==> src/rtl/selection_sort_defines.svh <==
// Assertion macros used by the selection sorter top level.
`ifndef SELECTION_SORT_DEFINES_SVH
`define SELECTION_SORT_DEFINES_SVH

// Same-cycle implication, sampled on the rising clock edge, off during reset.
`define SS_ASSERT_NOW(label, ante, cons, msg) \
   label: assert property (@(posedge clock) disable iff (reset) (ante) |-> (cons)) \
      else $error(msg);

// Next-cycle implication, sampled on the rising clock edge, off during reset.
`define SS_ASSERT_NEXT(label, ante, cons, msg) \
   label: assert property (@(posedge clock) disable iff (reset) (ante) |=> (cons)) \
      else $error(msg);

`endif

==> src/rtl/ss_pkg.sv <==
// Shared widths, defaults and controller/datapath interface types for the selection sorter.
package ss_pkg;

   localparam int VALUE_W       = 32;
   localparam int MAX_ITEMS_DEF = 64;

   typedef struct packed {
      logic load;
      logic pass_rd;
      logic scan_rd;
      logic swap_lo;
      logic swap_hi;
      logic emit_rd;
      logic emit_next;
      logic run_done;
   } ss_cmd_type;

   typedef struct packed {
      logic pass_done;
      logic scan_last;
      logic emit_last;
   } ss_stat_type;

endpackage

==> src/rtl/selection_sort.sv <==
// Selection sorter top level: controller and datapath with interface checks.
// Loads a set of signed 32-bit values, one beat per cycle, until a beat with
// req_final_item; beats beyond MAX_ITEMS are dropped and flag rsp_overflow on
// every result of that set. The set is then sorted ascending in place, with a
// single-port scan of the element store: each pass does one compare per cycle
// plus setup, drain and a swap split into a low and a high write. Results then
// leave one beat at a time, each read from the store before it is offered, the
// last carrying rsp_end_of_run. No new set is taken until the last result beat
// of the current one is accepted. The store needs no clearing after reset.
`include "selection_sort_defines.svh"

module selection_sort #(
   parameter int MAX_ITEMS = ss_pkg::MAX_ITEMS_DEF
) (
   input  logic                               clock,
   input  logic                               reset,
   input  logic                               req_valid,
   output logic                               req_ready,
   input  logic signed [ss_pkg::VALUE_W-1:0]  req_value,
   input  logic                               req_final_item,
   output logic                               rsp_valid,
   input  logic                               rsp_ready,
   output logic signed [ss_pkg::VALUE_W-1:0]  rsp_sorted_value,
   output logic                               rsp_end_of_run,
   output logic                               rsp_overflow
);
   import ss_pkg::*;

   ss_cmd_type  cmd;
   ss_stat_type stat;

   ss_ctrl u_ctrl (
      .clock          (clock),
      .reset          (reset),
      .req_valid      (req_valid),
      .req_ready      (req_ready),
      .req_final_item (req_final_item),
      .rsp_valid      (rsp_valid),
      .rsp_ready      (rsp_ready),
      .stat           (stat),
      .cmd            (cmd)
   );

   ss_dp #(
      .MAX_ITEMS (MAX_ITEMS)
   ) u_dp (
      .clock            (clock),
      .reset            (reset),
      .cmd              (cmd),
      .stat             (stat),
      .req_value        (req_value),
      .rsp_sorted_value (rsp_sorted_value),
      .rsp_end_of_run   (rsp_end_of_run),
      .rsp_overflow     (rsp_overflow)
   );

   `SS_ASSERT_NOW(a_no_load_while_emit, rsp_valid, !req_ready, "input open during emit")
   `SS_ASSERT_NEXT(a_final_closes, req_valid && req_ready && req_final_item, !req_ready, "set not closed by final beat")
   `SS_ASSERT_NEXT(a_last_reopens, rsp_valid && rsp_ready && rsp_end_of_run, req_ready, "input not reopened after last beat")
   `SS_ASSERT_NEXT(a_swap_pairs, cmd.swap_lo, cmd.swap_hi, "swap half missing")

endmodule

==> src/rtl/ss_dp.sv <==
// Selection sorter datapath: element store, counters, running minimum and output fields.
module ss_dp #(
   parameter int MAX_ITEMS = ss_pkg::MAX_ITEMS_DEF
) (
   input  logic                               clock,
   input  logic                               reset,
   input  ss_pkg::ss_cmd_type                 cmd,
   output ss_pkg::ss_stat_type                stat,
   input  logic signed [ss_pkg::VALUE_W-1:0]  req_value,
   output logic signed [ss_pkg::VALUE_W-1:0]  rsp_sorted_value,
   output logic                               rsp_end_of_run,
   output logic                               rsp_overflow
);
   import ss_pkg::*;

   localparam int IDX_W = $clog2(MAX_ITEMS);
   localparam int CNT_W = $clog2(MAX_ITEMS + 1);
   localparam logic [CNT_W-1:0] FULL_COUNT = CNT_W'(MAX_ITEMS);

   logic [VALUE_W-1:0] mem [MAX_ITEMS];

   logic [CNT_W-1:0]   count_ff, count_in;
   logic               ovf_ff, ovf_in;
   logic [IDX_W-1:0]   pos_ff, pos_in;
   logic [IDX_W-1:0]   scan_ff, scan_in;
   logic [IDX_W-1:0]   out_ff, out_in;
   logic               rd_live_ff, rd_live_in;
   logic               rd_first_ff, rd_first_in;
   logic [VALUE_W-1:0] rd_data_ff;
   logic [IDX_W-1:0]   rd_idx_ff;
   logic [VALUE_W-1:0] best_val_ff;
   logic [IDX_W-1:0]   best_idx_ff;
   logic [VALUE_W-1:0] held_ff;

   logic               full;
   logic               wr_en;
   logic [IDX_W-1:0]   wr_addr;
   logic [VALUE_W-1:0] wr_data;
   logic               rd_en;
   logic [IDX_W-1:0]   rd_addr;
   logic               take;

   assign full = (count_ff >= FULL_COUNT);

   always_comb begin
      wr_en   = 1'b0;
      wr_addr = count_ff[IDX_W-1:0];
      wr_data = req_value;
      if (cmd.load && !full) begin
         wr_en = 1'b1;
      end
      if (cmd.swap_lo) begin
         wr_en   = 1'b1;
         wr_addr = pos_ff;
         wr_data = best_val_ff;
      end
      if (cmd.swap_hi) begin
         wr_en   = 1'b1;
         wr_addr = best_idx_ff;
         wr_data = held_ff;
      end
   end

   assign rd_en   = cmd.pass_rd | cmd.scan_rd | cmd.emit_rd;
   assign rd_addr = cmd.pass_rd ? pos_ff : (cmd.scan_rd ? scan_ff : out_ff);

   always_ff @(posedge clock) begin
      if (wr_en) begin
         mem[wr_addr] <= wr_data;
      end
      if (rd_en) begin
         rd_data_ff <= mem[rd_addr];
         rd_idx_ff  <= rd_addr;
      end
   end

   // earliest minimum wins on ties: strict compare
   assign take = rd_live_ff &&
                 (rd_first_ff || ($signed(rd_data_ff) < $signed(best_val_ff)));

   always_ff @(posedge clock) begin
      if (take) begin
         best_val_ff <= rd_data_ff;
         best_idx_ff <= rd_idx_ff;
      end
      if (rd_live_ff && rd_first_ff) begin
         held_ff <= rd_data_ff;
      end
   end

   always_comb begin
      count_in    = count_ff;
      ovf_in      = ovf_ff;
      pos_in      = pos_ff;
      scan_in     = scan_ff;
      out_in      = out_ff;
      rd_live_in  = cmd.pass_rd | cmd.scan_rd;
      rd_first_in = cmd.pass_rd;
      if (cmd.load) begin
         if (full) begin
            ovf_in = 1'b1;
         end else begin
            count_in = count_ff + CNT_W'(1);
         end
      end
      if (cmd.pass_rd) begin
         scan_in = pos_ff + IDX_W'(1);
      end
      if (cmd.scan_rd) begin
         scan_in = scan_ff + IDX_W'(1);
      end
      if (cmd.swap_hi) begin
         pos_in = pos_ff + IDX_W'(1);
      end
      if (cmd.emit_next) begin
         out_in = out_ff + IDX_W'(1);
      end
      if (cmd.run_done) begin
         count_in = '0;
         ovf_in   = 1'b0;
         pos_in   = '0;
         out_in   = '0;
      end
   end

   always_ff @(posedge clock) begin
      if (reset) begin
         count_ff    <= '0;
         ovf_ff      <= 1'b0;
         pos_ff      <= '0;
         scan_ff     <= '0;
         out_ff      <= '0;
         rd_live_ff  <= 1'b0;
         rd_first_ff <= 1'b0;
      end else begin
         count_ff    <= count_in;
         ovf_ff      <= ovf_in;
         pos_ff      <= pos_in;
         scan_ff     <= scan_in;
         out_ff      <= out_in;
         rd_live_ff  <= rd_live_in;
         rd_first_ff <= rd_first_in;
      end
   end

   assign stat.pass_done = (CNT_W'(pos_ff) + CNT_W'(1)) >= count_ff;
   assign stat.scan_last = (CNT_W'(scan_ff) + CNT_W'(1)) == count_ff;
   assign stat.emit_last = (CNT_W'(out_ff) + CNT_W'(1)) == count_ff;

   assign rsp_sorted_value = $signed(rd_data_ff);
   assign rsp_end_of_run   = stat.emit_last;
   assign rsp_overflow     = ovf_ff;

endmodule

==> src/rtl/ss_ctrl.sv <==
// Selection sorter controller: load, selection passes, swap and emit sequencing.
module ss_ctrl (
   input  logic                clock,
   input  logic                reset,
   input  logic                req_valid,
   output logic                req_ready,
   input  logic                req_final_item,
   output logic                rsp_valid,
   input  logic                rsp_ready,
   input  ss_pkg::ss_stat_type stat,
   output ss_pkg::ss_cmd_type  cmd
);
   import ss_pkg::*;

   typedef enum logic [7:0] {
      ST_LOAD    = 8'b0000_0001,
      ST_PASS    = 8'b0000_0010,
      ST_SCAN    = 8'b0000_0100,
      ST_DRAIN   = 8'b0000_1000,
      ST_SWAP_LO = 8'b0001_0000,
      ST_SWAP_HI = 8'b0010_0000,
      ST_EMIT_RD = 8'b0100_0000,
      ST_EMIT    = 8'b1000_0000
   } ss_state_type;

   ss_state_type state_ff, state_in;

   assign req_ready = (state_ff == ST_LOAD);
   assign rsp_valid = (state_ff == ST_EMIT);

   always_comb begin
      state_in = state_ff;
      cmd      = '0;
      case (state_ff)
         ST_LOAD: begin
            if (req_valid) begin
               cmd.load = 1'b1;
               if (req_final_item) begin
                  state_in = ST_PASS;
               end
            end
         end
         ST_PASS: begin
            if (stat.pass_done) begin
               state_in = ST_EMIT_RD;
            end else begin
               cmd.pass_rd = 1'b1;
               state_in    = ST_SCAN;
            end
         end
         ST_SCAN: begin
            cmd.scan_rd = 1'b1;
            if (stat.scan_last) begin
               state_in = ST_DRAIN;
            end
         end
         ST_DRAIN: begin
            state_in = ST_SWAP_LO;
         end
         ST_SWAP_LO: begin
            cmd.swap_lo = 1'b1;
            state_in    = ST_SWAP_HI;
         end
         ST_SWAP_HI: begin
            cmd.swap_hi = 1'b1;
            state_in    = ST_PASS;
         end
         ST_EMIT_RD: begin
            cmd.emit_rd = 1'b1;
            state_in    = ST_EMIT;
         end
         ST_EMIT: begin
            if (rsp_ready) begin
               if (stat.emit_last) begin
                  cmd.run_done = 1'b1;
                  state_in     = ST_LOAD;
               end else begin
                  cmd.emit_next = 1'b1;
                  state_in      = ST_EMIT_RD;
               end
            end
         end
         default: begin
            state_in = ST_LOAD;
         end
      endcase
   end

   always_ff @(posedge clock) begin
      if (reset) begin
         state_ff <= ST_LOAD;
      end else begin
         state_ff <= state_in;
      end
   end

endmodule
==> config.mk <==
export PLATFORM = sky130hd
export DESIGN_NAME = selection_sort
export DESIGN_NICKNAME = d
export VERILOG_FILES = /design/src/rtl/ss_pkg.sv /design/src/rtl/selection_sort.sv /design/src/rtl/ss_dp.sv /design/src/rtl/ss_ctrl.sv
export VERILOG_INCLUDE_DIRS = /design/src /design/src/rtl
export SDC_FILE = /design/constraint.sdc
export NUM_CORES = 2
export LEC_CHECK = 0
export BUFFER_PORTS_ARGS = -buffer_cell sky130_fd_sc_hd__buf_2
export CAP_MARGIN = 10
export CORE_ASPECT_RATIO = 1.4
export CORE_UTILIZATION = 46
export DETAILED_ROUTE_END_ITERATION = 7
export GPL_TIMING_DRIVEN = 1
export HOLD_SLACK_MARGIN = 0.08
export PLACE_DENSITY = 0.71
export SYNTH_ARGS = -nofsm -noshare
export SYNTH_HDL_FRONTEND = slang
export SYNTH_HIERARCHICAL = 1
export SYNTH_SLANG_ARGS = --single-unit
export TNS_END_PERCENT = 10
==> constraint.sdc <==
create_clock -name clock -period 6.7 [get_ports clock]
set_input_delay 1.34 -clock clock [delete_from_list [all_inputs] [get_ports clock]]
set_output_delay 1.34 -clock clock [all_outputs]
set_load 0.02 [all_outputs]
==> metrics <==
H-tree depth 4; HP Class flip-flop to flip-flop; CP Depth 18; hold path endpoint u_dp/best_idx_ff[0]$_DFFE_PP_; Seq/Total Area, Yosys 74.0%; R2R depth 18; via count 45,900; Fmax 0.166 GHz; DRT Wirelength 216,000 µm; DRC violations left 0; Slowest Stage Delay on Critical Path 0.53 ns; post-route ant nets 0; Num CTS Buffers 180; top fanout value on the critical path 43; pre-CTS setup slack 0.846 ns; metal3 WL 13,500 µm; largest net degree at the start of global routing 83; post-CTS sizing 0; Area Growth Syn to Fin 12.1%; Final Instance Area 99,200 µm²; Worst path slowest cell nand4_1; nature of the critical path startpoint flip-flop; Hold Vio Cnt, Final 0; Netlist cell types 58; final period utilization 89.9%; clock sink total 2,192; fraction of layout cells with a size suffix above 1 12.9%; fillers 15,000; main combinational cell family by area after synthesis multiplexers; global-route wire length before repair 311,000 µm; highest routed layer met5; met2 routed wirelength 113,000 µm; CP Class flip-flop to flip-flop; Hold Path Origin u_dp/rd_idx_ff[0]$_DFFE_PP_; Top-Level Pins 73; Post-Synth Adder-Cell Area 0.594%; crit path cell chain ha_1 > ha_1 > a21o_1 > a21o_1 > a21o_1 > a21o_1 > a21o_1 > a21o_1 > nor2_2 > nand2_1 > o21ai_4 > buf_12 > buf_12 > mux2i_1 > mux2i_1 > a22oi_1 > nand4_1 > mux2_2; Leakage 32.9 nW; routed metal-1 wirelength 82,800 µm; core area 191,000 µm²; reg2reg start u_dp/pos_ff[0]$_SDFFE_PP0P_; drt pass-1 iters 5; mux contribution to synthesized area 18.3%; initial antenna violation count 7; wire length per cell 28.0 µm; DP Wirelength 123,000 µm; CP Capture Type flip-flop; Synth async-reset ratio 0%; Die X 373 µm; mapped cell area 88,500 µm²; starting density of the core 46.3%; DIE AREA 194,000 µm²; largest cells by area after synthesis edfxtp_1, mux2i_1, a22oi_1, dfxtp_1, buf_2; RSZ-0062 raised after global routing no; R2R Path End u_dp/rsp_sorted_value[19]$_DFFE_PP_; die height 521 µm; Yosys top cell area share 73.2%; Setup violations, final 0; WP data required 7.26 ns; buffers and inverters on the worst path 2; maxcap violations 0; CTS hold repair buffers 0; Slew HR 7.84%; Clk pin slew, worst setup/hold paths 0.07 ns; Post-CTS Setup Inserts 0; root buf cell clkbuf_16; Post-synth top flop edfxtp_1; latest clock arrival within the worst-skew pair 0.83 ns; Synth Area in Simple Gates 1.89%; Final GP Congestion 0.862; #FFs+latches synth 2,192; row count 190; all-layer global routing usage 21.9%; cell mode on critical path a21o_1; fin crit period 6.02 ns; grt ovf 0; CTS Buffer Depth 3; fin worst setup slack 0.676 ns; PortBufs 72; Hold Path Cell Cnt 0; Synth Area in Compound Gates 3.06%; Syn Area/Cell 18.0 µm²; Post-synth EDFFs 2,156; R2R setup slack 0.68 ns; status finished clean; Setup Skew 0.0283 ns; Max Slew Vio Count 0; cells after synthesis 4,908; Placed Area 93,300 µm²; cell family with most CP delay compound AO/OA/AOI/OAI gates; post-synthesis xor/xnor area fraction 0.346%; Iteration-0 DRC Markers 4,678; vias per std cell 5.93; total negative slack 0 ns; post-synth top area cell edfxtp_1; Arr. time, crit path 6.58 ns; cell area power density 273 nW/µm²; peak supply drop 261 µV; storage element area 65,500 µm²; Final nets 5,166; Syn. warnings 6; area used by multi-input combinational logic 22,300 µm²; CTS tree built; Slew @ Worst Pin 1.38 ns; Mapped Nets 4,987; vias in the first global route 45,500
## layout by cell type (no fill, tap or decap), types with 4 or more instances in the layout
| master | n |
|---|---|
| buf_12 | 41 |
| buf_2 | 72 |
| dfxtp_1 | 36 |
| a22oi_1 | 256 |
| clkbuf_1 | 32 |
| and3_1 | 8 |
| inv_1 | 46 |
| a21oi_1 | 38 |
| xor2_1 | 13 |
| nand4_1 | 77 |
| clkinv_8 | 4 |
| or3_1 | 5 |
| inv_16 | 5 |
| buf_4 | 144 |
| o21ai_0 | 14 |
| clkbuf_16 | 182 |
| edfxtp_1 | 2156 |
| clkinvlp_4 | 13 |
| nor2_4 | 66 |
| nor3_1 | 6 |
| a21o_1 | 17 |
| bufinv_16 | 17 |
| nor2_1 | 50 |
| o21ai_4 | 36 |
| nand2_1 | 73 |
| ha_1 | 42 |
| mux2_2 | 32 |
| inv_6 | 6 |
| nand3_1 | 9 |
| o21a_1 | 4 |
| clkinv_1 | 38 |
| mux2i_1 | 1581 |
| clkinv_2 | 32 |
| xnor2_1 | 22 |
| nor2b_1 | 8 |
| a211oi_1 | 4 |
| nor4_1 | 5 |
## kinds of logic (layout without fill, tap and decap cells)
kind of cell               count (synthesis)  after routing
other                                      0              2
xor gates and xnor gates                  35             35
adders and majority gates                 42             42
buffers and inverters                    307            637
and+or+nand+nor                          336            336
DFF                                     2192           2192
AOI/OAI and AO/OA                        383            383
muxes                                   1613           1613
## cells in the mapped netlist (17+ instances only)
cell,n
edfxtp_1,2156
mux2i_1,1581
a22oi_1,256
buf_2,131
nor2_1,115
nand4_1,77
nand2_1,73
buf_4,61
clkbuf_1,49
inv_1,47
o21ai_0,46
ha_1,42
a21oi_1,39
dfxtp_1,36
mux2_2,32
xnor2_1,22
a21o_1,17
## area by class of cell
type,instances,area share [%]
Sequential cell,2192,66.0
Multi-Input combinational cell,2409,22.5
Clock buffer,215,4.73
Tap cell,2496,3.15
Timing Repair Buffer,257,2.28
Clock inverter,118,1.19
Inverter,47,0.178
Antenna cell,2,0.00504
## report_power, final
part,switching (mW),internal [mW]
Clock,4.84,5.71
Sequential,0.0576,15.2
Combinational,0.826,0.412
Total,5.72,21.3
## metrics by stage
step,instances,hold WS [ns],power [mW],util [%]
after floorplan,4908,0.400,16.4,-
after global placement,7401,0.401,16.7,48.8
after detailed placement,7401,0.410,16.8,48.8
after CTS,7734,0.421,27.1,51.9
after global routing,7735,0.425,27.7,51.9
final,7736,0.423,27.0,51.9
## worst register-to-register path, stage by stage, from the launching register on
cell     delay (ns)
dfxtp_1        0.50
ha_1           0.33
ha_1           0.29
a21o_1         0.17
a21o_1         0.17
a21o_1         0.17
a21o_1         0.18
a21o_1         0.17
a21o_1         0.19
nor2_2         0.50
nand2_1        0.19
o21ai_4        0.52
buf_12         0.33
buf_12         0.33
mux2i_1        0.27
mux2i_1        0.09
a22oi_1        0.40
nand4_1        0.53
mux2_2         0.47
## registers in the layout, summed over array words and instances (netlist names)
signal                 count
u_ctrl/state_ff            8
u_dp/best_idx_ff           6
u_dp/best_val_ff          32
u_dp/count_ff              7
u_dp/held_ff              32
u_dp/mem                2048
u_dp/out_ff                6
u_dp/pos_ff                6
u_dp/rd_first_ff           1
u_dp/rd_idx_ff             6
u_dp/rd_live_ff            1
u_dp/rsp_overflow          1
u_dp/rsp_sorted_value     32
u_dp/scan_ff               6
## worst max-delay path by stage
stage                                               start                                  end  slack (ns)
final                         u_dp/pos_ff[0]$_SDFFE_PP0P_  u_dp/rsp_sorted_value[19]$_DFFE_PP_        0.68
after global routing          u_dp/pos_ff[0]$_SDFFE_PP0P_   u_dp/rsp_sorted_value[3]$_DFFE_PP_        0.53
after CTS                     u_dp/pos_ff[0]$_SDFFE_PP0P_  u_dp/rsp_sorted_value[19]$_DFFE_PP_        0.83
after detailed placement      u_dp/pos_ff[0]$_SDFFE_PP0P_  u_dp/rsp_sorted_value[19]$_DFFE_PP_        0.85
after global placement        u_dp/pos_ff[0]$_SDFFE_PP0P_  u_dp/rsp_sorted_value[19]$_DFFE_PP_        0.88
after floorplan           u_ctrl/state_ff[2]$_SDFFE_PP0P_            u_dp/mem[0][10]$_DFFE_PP_        1.26
## layer usage
metal / global-route usage (%) / vias up
met2: 39.8 / 1791
met5: 0 / -
met3: 2.68 / 379
met1: 26.9 / 23900
met4: 7.13 / 2
li1: - / 19800
No activity file was read; power rests on OpenSTA's default activity.
